$ cat src/assert_macros.svh
// Assertion macros shared by the multi-shape LFO modules.
`ifndef ASSERT_MACROS_SVH
`define ASSERT_MACROS_SVH
`ifndef SYNTH
// Checks a property on every rising clock edge while out of reset.
`define MSL_ASSERT(lbl, clk, rst_n, prop) \
    lbl: assert property (@(posedge clk) disable iff (!rst_n) prop) \
        else $error("%m: assertion failed");
// Checks that a condition never holds on a rising clock edge while out of reset.
`define MSL_ASSERT_NEVER(lbl, clk, rst_n, cond) \
    lbl: assert property (@(posedge clk) disable iff (!rst_n) !(cond)) \
        else $error("%m: forbidden condition seen");
`else
`define MSL_ASSERT(lbl, clk, rst_n, prop)
`define MSL_ASSERT_NEVER(lbl, clk, rst_n, cond)
`endif
`endif

$ cat src/mslfo_pkg.sv
// Types, constants and the sine quarter-wave table of the multi-shape LFO.
package mslfo_pkg;

    localparam int STEP_W     = 24;
    localparam int CFG_IDX_W  = 8;
    localparam int CFG_DATA_W = 24;
    localparam int SAMPLE_W   = 16;
    localparam int SAT_W      = 40;

    localparam logic [CFG_IDX_W-1:0] CFG_PHASE_STEP  = 8'd0;
    localparam logic [CFG_IDX_W-1:0] CFG_WAVE_SELECT = 8'd1;

    typedef enum logic [2:0] {
        WAVE_SIN    = 3'd0,
        WAVE_TRI    = 3'd1,
        WAVE_SAW    = 3'd2,
        WAVE_SQR    = 3'd3,
        WAVE_HOLD   = 3'd4,
        WAVE_SMOOTH = 3'd5,
        WAVE_WALK   = 3'd6,
        WAVE_ZERO   = 3'd7
    } t_wave;

    // Snapshot of one tick after the state update, passed to the shaper.
    typedef struct packed {
        logic                       zero;
        logic                       wrap;
        logic signed [SAMPLE_W-1:0] held;
        logic signed [SAMPLE_W-1:0] target;
        logic signed [SAMPLE_W-1:0] walk;
    } t_tick;

    // Sine table geometry: one quadrant of the full table is stored.
    localparam int SINE_ENTRIES = 1024;
    localparam int SINE_IDX_W   = $clog2(SINE_ENTRIES);
    localparam int SINE_QTR     = SINE_ENTRIES / 4;
    localparam int SINE_QTR_W   = SINE_IDX_W - 2;
    localparam int MAG_W        = SAMPLE_W - 1;

    // Odd-polynomial coefficients in Q30.
    localparam longint unsigned SC1 = 64'd1686629713;
    localparam longint unsigned SC3 = 64'd693598669;
    localparam longint unsigned SC5 = 64'd85569306;
    localparam longint unsigned SC7 = 64'd5026991;
    localparam longint unsigned SC9 = 64'd172273;

    typedef logic [MAG_W-1:0] t_sine_qtr [SINE_QTR];

    // Magnitude of the sine at quadrant position m (0 .. SINE_QTR), rounded Q1.15.
    function automatic logic [MAG_W-1:0] sine_mag(input int unsigned m);
        longint unsigned y;
        longint unsigned y2;
        longint unsigned r;
        longint unsigned s;
        y  = longint'(m) << (30 - SINE_QTR_W);
        y2 = (y * y) >> 30;
        r  = SC9;
        r  = SC7 - ((y2 * r) >> 30);
        r  = SC5 - ((y2 * r) >> 30);
        r  = SC3 - ((y2 * r) >> 30);
        r  = SC1 - ((y2 * r) >> 30);
        s  = (y * r) >> 30;
        s  = (s + 64'd16384) >> 15;
        if (s > 64'd32767) begin
            s = 64'd32767;
        end
        return s[MAG_W-1:0];
    endfunction

    function automatic t_sine_qtr build_sine_qtr();
        t_sine_qtr tab;
        for (int i = 0; i < SINE_QTR; i++) begin
            tab[i] = sine_mag(i);
        end
        return tab;
    endfunction

    localparam t_sine_qtr       SINE_QTR_TAB = build_sine_qtr();
    localparam logic [MAG_W-1:0] SINE_PEAK   = sine_mag(SINE_QTR);

    // Saturates a wide signed value to the Q1.15 range.
    function automatic logic signed [SAMPLE_W-1:0] sat16(input logic signed [SAT_W-1:0] v);
        logic signed [SAMPLE_W-1:0] res;
        if (v > 40'sd32767) begin
            res = 16'sd32767;
        end else if (v < -40'sd32768) begin
            res = -16'sd32768;
        end else begin
            res = v[SAMPLE_W-1:0];
        end
        return res;
    endfunction

endpackage

$ cat src/mslfo_cfg.sv
// Configuration registers: phase step and waveform selector.
module mslfo_cfg (
    input  logic                                i_clk,
    input  logic                                i_rst_n,
    input  logic                                i_cfg_valid,
    output logic                                o_cfg_ready,
    input  logic [mslfo_pkg::CFG_IDX_W-1:0]     i_cfg_index,
    input  logic [mslfo_pkg::CFG_DATA_W-1:0]    i_cfg_data,
    output logic [mslfo_pkg::STEP_W-1:0]        o_phase_step,
    output mslfo_pkg::t_wave                    o_wave_select
);

    logic [mslfo_pkg::STEP_W-1:0] r_phase_step;
    logic [mslfo_pkg::STEP_W-1:0] n_phase_step;
    mslfo_pkg::t_wave             r_wave_select;
    mslfo_pkg::t_wave             n_wave_select;

    assign o_cfg_ready = 1'b1;

    always_comb begin
        n_phase_step  = r_phase_step;
        n_wave_select = r_wave_select;
        if (i_cfg_valid) begin
            case (i_cfg_index)
                mslfo_pkg::CFG_PHASE_STEP: begin
                    n_phase_step = i_cfg_data[mslfo_pkg::STEP_W-1:0];
                end
                mslfo_pkg::CFG_WAVE_SELECT: begin
                    n_wave_select = mslfo_pkg::t_wave'(i_cfg_data[2:0]);
                end
                default: begin
                    // Writes to unknown registers are dropped.
                end
            endcase
        end
    end

    always_ff @(posedge i_clk) begin
        if (!i_rst_n) begin
            r_phase_step  <= '0;
            r_wave_select <= mslfo_pkg::WAVE_SIN;
        end else begin
            r_phase_step  <= n_phase_step;
            r_wave_select <= n_wave_select;
        end
    end

    assign o_phase_step  = r_phase_step;
    assign o_wave_select = r_wave_select;

endmodule

$ cat config.mk
export PLATFORM = sky130hd
export DESIGN_NAME = mslfo_cfg
export DESIGN_NICKNAME = d
export VERILOG_FILES = /design/src/assert_macros.svh /design/src/mslfo_pkg.sv /design/src/mslfo_cfg.sv
export SDC_FILE = /design/constraint.sdc
export NUM_CORES = 1
export LEC_CHECK = 0
export BUFFER_PORTS_ARGS = -buffer_cell sky130_fd_sc_hd__buf_4
export CORE_MARGIN = 2
export CORE_UTILIZATION = 44
export CTS_CLUSTER_DIAMETER = 120
export DETAILED_ROUTE_END_ITERATION = 8
export PLACE_DENSITY = 0.9
export SLEW_MARGIN = 0
export SYNTH_ARGS = -nofsm -noshare
export SYNTH_HDL_FRONTEND = slang
export SYNTH_SLANG_ARGS = --single-unit
export TNS_END_PERCENT = 10
$ cat constraint.sdc
create_clock -name i_clk -period 4 [get_ports i_clk]
set_input_delay 0.2 -clock i_clk [delete_from_list [all_inputs] [get_ports i_clk]]
set_output_delay 0.2 -clock i_clk [all_outputs]
set_load 0.02 [all_outputs]
* Yosys cells after proc, flatten, opt, wreduce, memory -nomap -nowiden *
Index checks and enable logic that the tools add are counted.

word-level totals
  register bits after elaboration = 27
  bits of input ports = 35
  output and inout bits = 28
  logic and storage cells = 6

cells by class
  equality and inequality tests = 1
  reduce and logical (&&, ||, !) cells = 3

operators with widths
  cell                  number
  $eq A8 B1 Y1 const B  1
  $logic_not A8 Y1      1
  $reduce_and A2 Y1     2

* Longest topological paths before layout *
  depth in word-level cells = 2
  mapped depth = 4
  gate-level depth less buffers = 3

* Worst setup path after synthesis *
Ideal clock, no wire load.

  path kind = input to register
  start = input port i_cfg_index[6] in the netlist's numbering
  end = register r_phase_step, in the netlist o_phase_step[1]
  setup time = 72 ps
  data arrival time = 1466 ps
  required time = 3928 ps
  path slack = 2462 ps
  cell stages on the path = 4
  buffers on the path = 1
  path through = or4b_4 > nor3_4 > buf_8 > mux2i_1

between the ends
  word-level cells in the longest chain between the ends = 2

RTL lines
  what                                line             text
  start, declared                     mslfo_cfg.sv:7   input logic [mslfo_pkg::CFG_IDX_W-1:0] i_cfg_index,
  $logic_not A8 Y1                    mslfo_cfg.sv:24  case (i_cfg_index)
  $reduce_and A2 Y1 (no source line)  --
  end signal, assigned                mslfo_cfg.sv:43  r_phase_step <= n_phase_step;
  end, declared                       mslfo_cfg.sv:13  logic [mslfo_pkg::STEP_W-1:0] r_phase_step;

Every way passes these cells.
A chain may end at the register's enable or synchronous reset.

* Worst setup path in the final report *
  start = input port i_cfg_index[6] in the netlist's numbering
  end = register r_phase_step, in the netlist o_phase_step[9]

Same word-level chain as after synthesis.

==> out/results.ini <==
[cts]
htreeDepth = 1
hold_buffers = 0
ctsResizeCount = 0
cts_sinks = 27
cts-buffers-inserted = 3
cts_tree = built
clockBufferDepth = 2
post-cts-setup-buffer-count = 0
cts.clk_slew.worst_paths_ps = 150
root_buffer = clkbuf_4
clk_latency_ps = 320

[yosys]
synthCells = 121
syn_avg_cell_area_sq_um = 9.234
synthFlopType = dfxtp_1
synth_common_cells = nand2_1, dfxtp_1, mux2i_1
synth_edf_count = 0
ys_warn_count = 0
synth_nets = 156
syn_area_sq_um = 1117
synth-seq-cells = 27
synth.distinct_cells = 12
synth_top_area_cell = dfxtp_1
async_reset_ff_frac = 0
yosysSeqAreaShare = 0.4838
synth_area_leaders = dfxtp_1, mux2i_1, nand2_1
synth.top_cell.area_share = 0.4838
yosysMostFrequentCell = nand2_1

[grt]
grt_max_degree = 52
antenna_found_initial = 0
first_global_vias = 777
grt_usage = 0.1576
overflow = 0
grt_pass1_wl_mm = 3.381

[setup_path]
crit_top_cell = buf_4
critPathBufInv = 2
rrSetupSlack_ps = 3370
worstPathMaxFanout = 24
critPathSlowestCell = or4b_4
cp-end-kind = register
critical_path_arrival_ps = 1650
max_stage_delay_ps = 550
cpLargestDelayFamily = simple AND/OR/NAND/NOR gates
critPathLaunchType = input pin
required_ps = 4250
crit_path_cell_trace = buf_4 -> or4b_4 -> nor3_4 -> buf_4 -> mux2i_1
path_class = input pin to register

[floorplanning]
ios = 63
die_area_sq_um = 2958
rows = 18
fp.dieW_um = 54.39
die_y_um = 54.39
initial_core_util = 0.4594
core_sq_um = 2432

[place]
pre_cts_slack_ps = 2247
place.gp.congestion = 0.5809
port_buffers = 61
dpl.hpwl_mm = 1.834

[routing]
wl_per_cell_um = 11.64
viasPerCell = 4.575
ant_nets = 0
wirelength_mm = 2.410
vias = 947
drc = 0
drt_iter0_drc = 4
first_pass_iters = 4

[sta]
finalClockSkew_ps = 0
hold_viol_final = 0
setup_viol = 0
setup_slack_ps = 2597
timing.fmax_ghz = 0.7129
fin_crit_sh = 0.3507
slew_violations = 0
period_needed_ps = 1403
fin_setup_tns_ps = 0
rsz0062_at_grt = false

[final_layout]
layout-drive-gt1-share = 0.3842
register_area_sq_um = 540.5
fillers = 197
final_nets = 213
syn_to_final_growth_pct = 41.77
multi_input_area_sq_um = 509.2
diodes = 0

[worst_hold_path]
hold_path.class = input pin to register

[power_and_ir_drop]
peakVddDrop_mv = 0.1667
power.total_mw = 0.4280
p_leak_nw = 0.7200
p_per_area_nw_per_um2 = 270.2

[status]
status = finished, final reports clean

[job]
cap_violations = 0

## worst paths after layout
kind,start,endpoint,cells after the start
hold / removal,i_cfg_data[23],o_phase_step[23],3
hold reg to reg,o_phase_step[11],o_phase_step[11],2
setup / recovery,i_cfg_index[6],o_phase_step[9],5
setup reg to reg,o_wave_select[0],o_wave_select[0],2
## power breakdown
| group | internal (mW) | switching, mW | total, mW |
|---|---|---|---|
| clock | 0.0374 | 0.0786 | 0.116 |
| combinational | 0.0252 | 0.0173 | 0.0425 |
| sequential | 0.269 | 0.000178 | 0.270 |
## stage by stage
stage	util	hold WS [ps]	cells	instance area (sq um)
2_1_floorplan	-	342.2	121	1117
3_3_place_gp	0.6399	443.8	203	1556
3_5_place_dp	0.6399	450.3	203	1556
4_1_cts	0.6512	106.1	207	1584
5_1_grt	0.6512	105.3	207	1584
6_report	0.6512	112.7	207	1584
## layout by cell type (no fill, tap or decap), drive strengths merged
cell,instances
conb,1
inv,1
or4b,1
mux2i,27
or3,1
nor3,1
buf,62
clkbuf,3
clkinv,1
nand2,51
dfxtp,27
or4,1
## per-layer routing
layer	GRT usage	wire, um	vias to the layer above	part of all wire
met3	0.02732	187	4	0.078
met1	0.1872	953	410	0.40
met2	0.2691	1238	38	0.51
met4	0.08333	30	0	0.012
met5	0	0	-	0
li1	-	-	495	-
## cells by family (layout without fill, tap and decap cells)
group / Yosys count / after routing / share of synthesized area
other: 1 / 1 / 0.003356
buffers and inverters: 11 / 67 / 0.06047
multiplexers: 27 / 27 / 0.2419
flip-flops: 27 / 27 / 0.4838
AND/OR/NAND/NOR: 55 / 55 / 0.2105
## area by class of cell
cell class	instances	share of cell area
inverters	1	0.002370
clock inverters	1	0.003160
multi-input cells	83	0.3215
well taps	30	0.02370
repair buffers	62	0.2938
clock buffers	3	0.01422
flip-flops and latches	27	0.3412
## worst reg2reg max path, stage by stage (launching register included)
cell,delay (ps)
dfxtp_1,370
nand2_1,50
mux2i_1,150
## flip-flops by register name, summed over array words and instances (netlist names)
| name | cells |
|---|---|
| o_wave_select | 3 |
| o_phase_step | 24 |
Note: power is estimated with default switching activity, not from simulation.
