[src/assert_macros.svh]
// Assertion macros shared by the multi-shape LFO modules.
`ifndef ASSERT_MACROS_SVH
`define ASSERT_MACROS_SVH
`ifndef SYNTH
// Checks a property on every rising clock edge while out of reset.
`define MSL_ASSERT(lbl, clk, rst_n, prop) \
    lbl: assert property (@(posedge clk) disable iff (!rst_n) prop) \
        else $error("%m: assertion failed");
// Checks that a condition never holds on a rising clock edge while out of reset.
`define MSL_ASSERT_NEVER(lbl, clk, rst_n, cond) \
    lbl: assert property (@(posedge clk) disable iff (!rst_n) !(cond)) \
        else $error("%m: forbidden condition seen");
`else
`define MSL_ASSERT(lbl, clk, rst_n, prop)
`define MSL_ASSERT_NEVER(lbl, clk, rst_n, cond)
`endif
`endif

[src/mslfo_pkg.sv]
// Types, constants and the sine quarter-wave table of the multi-shape LFO.
package mslfo_pkg;

    localparam int STEP_W     = 24;
    localparam int CFG_IDX_W  = 8;
    localparam int CFG_DATA_W = 24;
    localparam int SAMPLE_W   = 16;
    localparam int SAT_W      = 40;

    localparam logic [CFG_IDX_W-1:0] CFG_PHASE_STEP  = 8'd0;
    localparam logic [CFG_IDX_W-1:0] CFG_WAVE_SELECT = 8'd1;

    typedef enum logic [2:0] {
        WAVE_SIN    = 3'd0,
        WAVE_TRI    = 3'd1,
        WAVE_SAW    = 3'd2,
        WAVE_SQR    = 3'd3,
        WAVE_HOLD   = 3'd4,
        WAVE_SMOOTH = 3'd5,
        WAVE_WALK   = 3'd6,
        WAVE_ZERO   = 3'd7
    } t_wave;

    // Snapshot of one tick after the state update, passed to the shaper.
    typedef struct packed {
        logic                       zero;
        logic                       wrap;
        logic signed [SAMPLE_W-1:0] held;
        logic signed [SAMPLE_W-1:0] target;
        logic signed [SAMPLE_W-1:0] walk;
    } t_tick;

    // Sine table geometry: one quadrant of the full table is stored.
    localparam int SINE_ENTRIES = 1024;
    localparam int SINE_IDX_W   = $clog2(SINE_ENTRIES);
    localparam int SINE_QTR     = SINE_ENTRIES / 4;
    localparam int SINE_QTR_W   = SINE_IDX_W - 2;
    localparam int MAG_W        = SAMPLE_W - 1;

    // Odd-polynomial coefficients in Q30.
    localparam longint unsigned SC1 = 64'd1686629713;
    localparam longint unsigned SC3 = 64'd693598669;
    localparam longint unsigned SC5 = 64'd85569306;
    localparam longint unsigned SC7 = 64'd5026991;
    localparam longint unsigned SC9 = 64'd172273;

    typedef logic [MAG_W-1:0] t_sine_qtr [SINE_QTR];

    // Magnitude of the sine at quadrant position m (0 .. SINE_QTR), rounded Q1.15.
    function automatic logic [MAG_W-1:0] sine_mag(input int unsigned m);
        longint unsigned y;
        longint unsigned y2;
        longint unsigned r;
        longint unsigned s;
        y  = longint'(m) << (30 - SINE_QTR_W);
        y2 = (y * y) >> 30;
        r  = SC9;
        r  = SC7 - ((y2 * r) >> 30);
        r  = SC5 - ((y2 * r) >> 30);
        r  = SC3 - ((y2 * r) >> 30);
        r  = SC1 - ((y2 * r) >> 30);
        s  = (y * r) >> 30;
        s  = (s + 64'd16384) >> 15;
        if (s > 64'd32767) begin
            s = 64'd32767;
        end
        return s[MAG_W-1:0];
    endfunction

    function automatic t_sine_qtr build_sine_qtr();
        t_sine_qtr tab;
        for (int i = 0; i < SINE_QTR; i++) begin
            tab[i] = sine_mag(i);
        end
        return tab;
    endfunction

    localparam t_sine_qtr       SINE_QTR_TAB = build_sine_qtr();
    localparam logic [MAG_W-1:0] SINE_PEAK   = sine_mag(SINE_QTR);

    // Saturates a wide signed value to the Q1.15 range.
    function automatic logic signed [SAMPLE_W-1:0] sat16(input logic signed [SAT_W-1:0] v);
        logic signed [SAMPLE_W-1:0] res;
        if (v > 40'sd32767) begin
            res = 16'sd32767;
        end else if (v < -40'sd32768) begin
            res = -16'sd32768;
        end else begin
            res = v[SAMPLE_W-1:0];
        end
        return res;
    endfunction

endpackage

[src/mslfo_state.sv]
// Phase accumulator, random state update and the first pipeline register.
`include "assert_macros.svh"
module mslfo_state #(
    parameter int PHASE_BITS = 24
) (
    input  logic                                      i_clk,
    input  logic                                      i_rst_n,
    input  logic                                      i_accept,
    input  logic                                      i_drain,
    input  logic [mslfo_pkg::STEP_W-1:0]              i_phase_step,
    input  logic signed [mslfo_pkg::SAMPLE_W-1:0]     i_draw_target,
    input  logic signed [mslfo_pkg::SAMPLE_W-1:0]     i_draw_walk,
    output logic                                      o_s1_valid,
    output logic [PHASE_BITS-1:0]                     o_s1_phase,
    output mslfo_pkg::t_tick                          o_s1_tick
);

    localparam int SW = mslfo_pkg::SAT_W;

    logic [PHASE_BITS-1:0]                  r_phase;
    logic [PHASE_BITS-1:0]                  n_phase;
    logic signed [mslfo_pkg::SAMPLE_W-1:0]  r_held;
    logic signed [mslfo_pkg::SAMPLE_W-1:0]  n_held;
    logic signed [mslfo_pkg::SAMPLE_W-1:0]  r_target;
    logic signed [mslfo_pkg::SAMPLE_W-1:0]  n_target;
    logic signed [mslfo_pkg::SAMPLE_W-1:0]  r_walk;
    logic signed [mslfo_pkg::SAMPLE_W-1:0]  n_walk;
    logic                                   r_s1_valid;
    logic                                   n_s1_valid;
    logic [PHASE_BITS-1:0]                  r_s1_phase;
    logic [PHASE_BITS-1:0]                  n_s1_phase;
    mslfo_pkg::t_tick                       r_s1_tick;
    mslfo_pkg::t_tick                       n_s1_tick;

    logic [PHASE_BITS-1:0]                  step_mod;
    logic [PHASE_BITS:0]                    phase_sum;
    logic                                   step_zero;
    logic                                   wrap_now;
    logic signed [30:0]                     walk_prod;
    logic signed [30:0]                     walk_round;
    logic signed [mslfo_pkg::SAMPLE_W-1:0]  walk_delta;
    logic signed [mslfo_pkg::SAMPLE_W:0]    walk_sum;

    // The step is reduced modulo one cycle, so at most one wrap per tick.
    if (PHASE_BITS >= mslfo_pkg::STEP_W) begin : g_step_wide
        assign step_mod = PHASE_BITS'(i_phase_step);
    end else begin : g_step_narrow
        assign step_mod = i_phase_step[PHASE_BITS-1:0];
    end

    assign phase_sum = {1'b0, r_phase} + {1'b0, step_mod};
    assign step_zero = (i_phase_step == '0);
    assign wrap_now  = !step_zero && phase_sum[PHASE_BITS];

    // Walk increment: round(draw * 0.2) with 6554/32768, floor after the bias.
    assign walk_prod  = 31'(i_draw_walk) * 31'sd6554;
    assign walk_round = walk_prod + 31'sd16384;
    assign walk_delta = walk_round[30:15];
    assign walk_sum   = {r_walk[mslfo_pkg::SAMPLE_W-1], r_walk}
                      + {walk_delta[mslfo_pkg::SAMPLE_W-1], walk_delta};

    always_comb begin
        n_phase  = r_phase;
        n_held   = r_held;
        n_target = r_target;
        n_walk   = r_walk;
        if (i_accept && !step_zero) begin
            n_phase = phase_sum[PHASE_BITS-1:0];
            if (wrap_now) begin
                n_held   = r_target;
                n_target = i_draw_target;
                n_walk   = mslfo_pkg::sat16(SW'(walk_sum));
            end
        end

        n_s1_valid = r_s1_valid;
        if (i_accept) begin
            n_s1_valid = 1'b1;
        end else if (i_drain) begin
            n_s1_valid = 1'b0;
        end

        n_s1_phase = r_s1_phase;
        n_s1_tick  = r_s1_tick;
        if (i_accept) begin
            n_s1_phase       = n_phase;
            n_s1_tick.zero   = step_zero;
            n_s1_tick.wrap   = wrap_now;
            n_s1_tick.held   = n_held;
            n_s1_tick.target = n_target;
            n_s1_tick.walk   = n_walk;
        end
    end

    always_ff @(posedge i_clk) begin
        if (!i_rst_n) begin
            r_phase    <= '0;
            r_held     <= '0;
            r_target   <= '0;
            r_walk     <= '0;
            r_s1_valid <= 1'b0;
        end else begin
            r_phase    <= n_phase;
            r_held     <= n_held;
            r_target   <= n_target;
            r_walk     <= n_walk;
            r_s1_valid <= n_s1_valid;
        end
    end

    always_ff @(posedge i_clk) begin
        r_s1_phase <= n_s1_phase;
        r_s1_tick  <= n_s1_tick;
    end

    assign o_s1_valid = r_s1_valid;
    assign o_s1_phase = r_s1_phase;
    assign o_s1_tick  = r_s1_tick;

    `MSL_ASSERT(a_zero_step_freezes_phase, i_clk, i_rst_n, (i_accept && step_zero) |=> $stable(r_phase))
    `MSL_ASSERT(a_walk_moves_only_on_wrap, i_clk, i_rst_n, ($past(i_rst_n) && !$stable(r_walk)) |-> ($past(i_accept) && r_s1_tick.wrap))
    `MSL_ASSERT_NEVER(a_zero_step_never_wraps, i_clk, i_rst_n, r_s1_valid && r_s1_tick.zero && r_s1_tick.wrap)

endmodule

[config.mk]
export PLATFORM = sky130hd
export DESIGN_NAME = mslfo_state
export DESIGN_NICKNAME = d
export VERILOG_FILES = /design/src/mslfo_pkg.sv /design/src/mslfo_state.sv
export VERILOG_INCLUDE_DIRS = /design/src /design/src/src
export SDC_FILE = /design/constraint.sdc
export NUM_CORES = 1
export LEC_CHECK = 0
export ABC_CLOCK_PERIOD_IN_PS = 24600
export BUFFER_PORTS_ARGS = -buffer_cell sky130_fd_sc_hd__buf_2
export CORE_MARGIN = 8
export CORE_UTILIZATION = 31
export CTS_CLUSTER_DIAMETER = 50
export CTS_CLUSTER_SIZE = 24
export DETAILED_ROUTE_END_ITERATION = 8
export HOLD_SLACK_MARGIN = 0.05
export PLACE_DENSITY = 0.51
export SLEW_MARGIN = 40
export SYNTH_ARGS = -nofsm -noshare
export SYNTH_HDL_FRONTEND = slang
export SYNTH_SLANG_ARGS = --single-unit
[constraint.sdc]
create_clock -name i_clk -period 24.6 [get_ports i_clk]
set_input_delay 4.92 -clock i_clk [delete_from_list [all_inputs] [get_ports i_clk]]
set_output_delay 4.92 -clock i_clk [all_outputs]
set_load 0.05 [all_outputs]
Word-level counts from Yosys, hierarchy flattened
Index checks and enable logic that the tools add are counted.
Widths: inputs -> output; s select.
{"block": "op_classes", "mux": 11, "magnitude_cmp": 2, "n_reduce_logical": 5, "multipliers": 1, "addsub": 3}
{"op": "$mux 16", "n": 8}
{"op": "$add 30x16->31 const B", "n": 1}
{"op": "$mul 16x13->29 const B", "n": 1}
{"op": "$add 24x24->25", "n": 1}
{"op": "$logic_not 24->1", "n": 1}
{"op": "$mux 24", "n": 1}
{"op": "$add 16x16->17", "n": 1}
{"op": "$gt 17x16->1 const B", "n": 1}
{"op": "$lt 17x16->1 const B", "n": 1}
{"op": "$logic_and 1x1->1", "n": 2}
{"op": "$mux 1", "n": 2}
{"op": "$reduce_bool 2->1", "n": 1}
{"op": "$logic_not 1->1", "n": 1}
{"block": "totals", "in_bits": 60, "regBits": 147, "out_inout_bits": 75, "wordCells": 33}

Logic depth before layout (Yosys ltp)
{"block": "depth", "ltp_word": 8, "ltp_mapped": 35, "depth_no_buf": 34}

Worst setup path after synthesis
OpenSTA, ideal clock, no wires.
{"block": "synth_timing", "path_kind": "input -> register", "startpoint": "input i_draw_walk[1] in the netlist's numbering", "endpoint": "register r_s1_tick (netlist bit o_s1_tick[10]) (data pin)", "t_required_ps": 24336, "slack_ps": 12081, "cell_stages": 32, "n_path_buf": 1, "arrival_ps": 12255, "setup_time_ps": 264, "path_cell_list": "ha_1 > inv_1 > fa_1 > inv_1 > fa_1 > fa_1 > fa_1 > ha_1 > a21oi_1 > o21ai_0 > a21oi_1 > inv_1 > a21oi_1 > xnor2_1 > ha_1 > inv_1 > or3b_1 > nor4_2 > nor3b_2 > xnor2_1 > nand2_1 > xor2_1 > ha_1 > a21o_1 > a21o_1 > a22o_1 > a211o_1 > a2111oi_2 > nor3_1 > nor3_1 > buf_2 > a21oi_1"}
{"block": "synth_between", "elab_chain_cells": 8, "word_cells_on_any_way": 9, "cone_classes": "add/sub (2); mul (1); order compare (2); mux (4)"}
{"item": "from (decl)", "line": "mslfo_state.sv:12", "rtl": "input logic signed [mslfo_pkg::SAMPLE_W-1:0] i_draw_walk,"}
{"item": "$mul 16x13->29 *", "line": "mslfo_state.sv:56", "rtl": "assign walk_prod = 31'(i_draw_walk) * 31'sd6554;"}
{"item": "$add 30x16->31 *", "line": "mslfo_state.sv:57", "rtl": "assign walk_round = walk_prod + 31'sd16384;"}
{"item": "$add 16x16->17 *", "line": "mslfo_state.sv:60", "rtl": "+ {walk_delta[mslfo_pkg::SAMPLE_W-1], walk_delta};"}
{"item": "$lt 17x16->1", "line": "mslfo_pkg.sv:86", "rtl": "end else if (v < -40'sd32768) begin"}
{"item": "$mux 16", "line": "mslfo_pkg.sv:86"}
{"item": "$mux 16 *", "line": "mslfo_pkg.sv:84", "rtl": "if (v > 40'sd32767) begin"}
{"item": "$mux 16 *", "line": "mslfo_state.sv:69", "rtl": "if (wrap_now) begin"}
{"item": "$mux 16 *", "line": "mslfo_state.sv:67", "rtl": "if (i_accept && !step_zero) begin"}
{"item": "net n_walk (one bit)", "line": "mslfo_state.sv:27", "rtl": "logic signed [mslfo_pkg::SAMPLE_W-1:0] n_walk;"}
{"item": "to (signal assigned)", "line": "mslfo_state.sv:113", "rtl": "r_s1_tick <= n_s1_tick;"}
{"item": "to (decl)", "line": "mslfo_state.sv:32", "rtl": "mslfo_pkg::t_tick r_s1_tick;"}
The timed path passes the listed nets; every way through them passes the cells marked *.
A chain may end at the register's enable or synchronous reset.

Worst setup path in the final report
{"block": "layout_timing", "startpoint": "input i_draw_walk[4] in the netlist's numbering", "endpoint": "register r_walk[7] in the netlist's numbering"}
{"block": "layout_between", "elab_chain_cells": 8, "word_cells_on_any_way": 9, "cone_classes": "add/sub (2); mul (1); order compare (2); mux (4)"}
{"item": "$mul 16x13->29 *", "line": "mslfo_state.sv:56"}
{"item": "$add 30x16->31 *", "line": "mslfo_state.sv:57"}
{"item": "$add 16x16->17 *", "line": "mslfo_state.sv:60"}
{"item": "$lt 17x16->1", "line": "mslfo_pkg.sv:86"}
{"item": "$mux 16", "line": "mslfo_pkg.sv:86"}
{"item": "$mux 16 *", "line": "mslfo_pkg.sv:84"}
{"item": "$mux 16 *", "line": "mslfo_state.sv:69"}
{"item": "$mux 16 *", "line": "mslfo_state.sv:67"}
{"item": "net n_walk (one bit)", "line": "mslfo_state.sv:27"}
{"item": "to (signal assigned)", "line": "mslfo_state.sv:106", "rtl": "r_walk <= n_walk;"}
{"item": "to (decl)", "line": "mslfo_state.sv:26", "rtl": "logic signed [mslfo_pkg::SAMPLE_W-1:0] r_walk;"}
Marked as above.

==> summary.md <==
| Metric | Value |
|---|---|
| Status | `complete, no violations` |
| I/O pin total | `135` |
| Synth top cells by count | `121 x ha_1, 102 x inv_1, 80 x nand2_1, 74 x and2_1, 74 x edfxtp_1` |
| H-tree depth | `4` |
| Peak supply drop | `0.08367 mV` |
| Post-synth top area share | `20.23%` |
| Fmax | `0.07535 GHz` |
| Syn avg cell area | `10.17 um^2` |
| Clock tree sinks | `147` |
| Largest cells by area after synthesis | `edfxtp_1 20%, ha_1 14%, dfxtp_1 13%` |
| Num CTS Buffers | `17` |
| Port Buf Inserts | `134` |
| Root Driver | `clkbuf_16` |
| Met1 WL | `12.17 mm` |
| DR vias | `7,906` |
| Number of remaining DRC errors | `0` |
| Max Transition Viols Final | `0` |
| Tcrit/Tclk final | `53.95%` |
| Synth Register Bits | `147` |
| Placed cell area | `12,170 um^2` |
| Final #Nets | `1,450` |
| ANT cells | `0` |
| Yosys warning count | `0` |
| Final setup fails | `0` |
| RSZ-0062 raised after global routing | `false` |
| Die Width | `204.3 um` |
| Slew @ Worst Pin | `757.0 ps` |
| Setup Skew | `7.766 ps` |
| Cell accounting for the most synthesized area | `edfxtp_1` |
| Placement Setup Slack | `10,980 ps` |
| Final setup margin | `11,330 ps` |
| Post-route ant nets | `0` |
| Final min period | `13,270 ps` |
| Antenna violations before repair | `1` |
| Drt pass-1 iters | `4` |
| Power density cells | `141.8 nW/um^2` |
| Vias in the first global route | `8,389` |
| Register area share after synthesis | `33.53%` |
| Number of synthesized flops with an enable pin | `74` |
| CTS tree | `done` |
| Post-cts resize count | `0` |
| Post-synthesis cell area | `10,990 um^2` |
| Crit path top cell by count | `fa_1` |
| Async SR Flop Fraction | `0%` |
| Site Rows | `69` |
| Routed length on met3 | `1.854 mm` |
| Slowest CP cell | `fa_1` |
| HPWL after DPL | `20.23 mm` |
| Mapped Cells | `1,080` |
| Area grow syn2layout | `15.82%` |
| Die area | `41,720 um^2` |
| Core area | `35,220 um^2` |
| Clk_lat worst skew | `420 ps` |
| Layout cells sized above 1 | `18.74%` |
| Final wirelength | `25.79 mm` |
| Min-delay src | `r_phase[18]$_SDFF_PN0_` |
| Type of element launching the critical path | `input port` |
| CP startpoint | `i_draw_walk[4]` |
| Initial Util | `31.19%` |
| Max cap viols | `0` |
| Top_reg_cell synth | `edfxtp_1` |
| Crit Path Category | `input port to flop` |
| Worst R2R Start | `r_phase[0]$_SDFF_PN0_` |
| Crit Path Max Fanout | `8` |
| Iter 0 DRT Violations | `271` |
| Pleak | `5.909 nW` |
| Clk slew on worst S/H paths | `60 ps` |
| GP Congestion | `0.8246` |
| Mapped Nets | `1,321` |
| Gr ovfl total | `0` |
| Slew margin rel. | `49.19%` |
| FILL cells | `3,616` |
| Die Span Y | `204.3 um` |
| WL per Instance | `15.32 um` |
| Worst EP required | `24,920 ps` |
| Largest net degree at the start of global routing | `76` |
| Setup TNS | `0 ps` |
| Final instance area | `12,720 um^2` |
| Worst EP arrival | `13,590 ps` |
| Clock buffer depth | `2` |
| Gr usage total | `12.74%` |
| CP peak stage delay | `560 ps` |
| Post-CTS setup buffers | `0` |
| Hold_buf cts | `0` |
| Wire length on met2 | `11.46 mm` |
| Fin. Hold Viols | `0` |
| Via/cell ratio | `4.698` |
| Most common cell in the netlist | `ha_1` |
| Top layer in use | `met5` |
| Netlist cell types | `78` |
| Hold WC Path Type | `flop to flop` |
| Setup crit end kind | `flop` |
| First-pass GRT wire length | `43.16 mm` |
## final timing paths
kind	to	slack, ps	depth (start not counted)
setup / recovery	r_walk[7]$_SDFF_PN0_	11330	30
hold / removal	r_phase[18]$_SDFF_PN0_	520	2
setup reg to reg	r_walk[13]$_SDFF_PN0_	20560	13
hold reg to reg	r_phase[18]$_SDFF_PN0_	520	2
## cell usage in the layout (no fill, tap or decap), types with 9 or more instances in the layout
master	netlist	layout
xnor2_1	43	43
and2_1	74	74
a21o_1	31	31
xor2_1	31	31
fa_1	60	60
buf_2	6	133
a21oi_1	53	52
dfxtp_1	73	73
mux2_2	38	38
nor4_1	9	9
clkbuf_16	0	17
o21ai_0	48	48
ha_1	121	121
nor2_1	56	56
nand2_1	80	80
inv_1	102	102
edfxtp_1	74	74
nand3_1	13	13
nor3_1	15	15
## critical path, delay by kind of cell
kind            cells  cell delay (ps)
compound gates      5             1500
simple gates       11             2850
fa+ha+maj           7             3180
buf+inv             4              500
xor+xnor            3              640
## logic make-up (layout without fill, tap and decap cells)
kind of cell | count (synthesis) | after routing | synth area share [%]
XOR/XNOR | 75 | 75 | 6.047
multiplexers | 44 | 44 | 4.441
AO/OA/AOI/OAI | 200 | 200 | 11.94
buffers and inverters | 131 | 273 | 4.658
adder cells (fa/ha/maj) | 182 | 182 | 24.80
flip-flops | 147 | 147 | 33.53
AND/OR/NAND/NOR | 301 | 301 | 14.59
## routing by layer
| layer | vias up | GRT usage [%] |
|---|---|---|
| li1 | 4016 | - |
| met4 | 2 | 3.137 |
| met5 | - | 0 |
| met3 | 18 | 4.470 |
| met1 | 3741 | 16.35 |
| met2 | 129 | 20.22 |
## per-stage QoR
stage               power (mW)  util, %  hold slack [ps]  cells
global route             1.996    36.13            551.6   1683
global placement         1.547    34.54            504.4   1651
finish                   1.804    36.13            522.0   1683
detailed placement       1.555    34.54            520.0   1651
CTS                      1.820    36.13            529.1   1683
floorplan                1.308        -            478.8   1080
## registers in the layout, summed over array words and instances (netlist names)
register and count:
r_held 16, r_phase 24, o_s1_tick 50, o_s1_valid 1, r_walk 16, r_target 16, o_s1_phase 24
## final cells by class
cell class                      count  area (um^2)  share of cell area, %
Clock buffer                       19        432.9                  3.402
Clock inverter                     13        123.9                 0.9735
Inverter                          102        382.9                  3.009
Multi-Input combinational cell    802         6814                  53.55
Sequential cell                   147         3684                  28.95
Tap cell                          461        576.8                  4.533
Timing Repair Buffer              139        710.7                  5.585
## where the power goes
part	internal, mW	switching (mW)
clock	0.141	0.107
sequential	0.288	0.0116
combinational	0.515	0.742
total	0.944	0.860
Power figures use the tool's default switching activity.
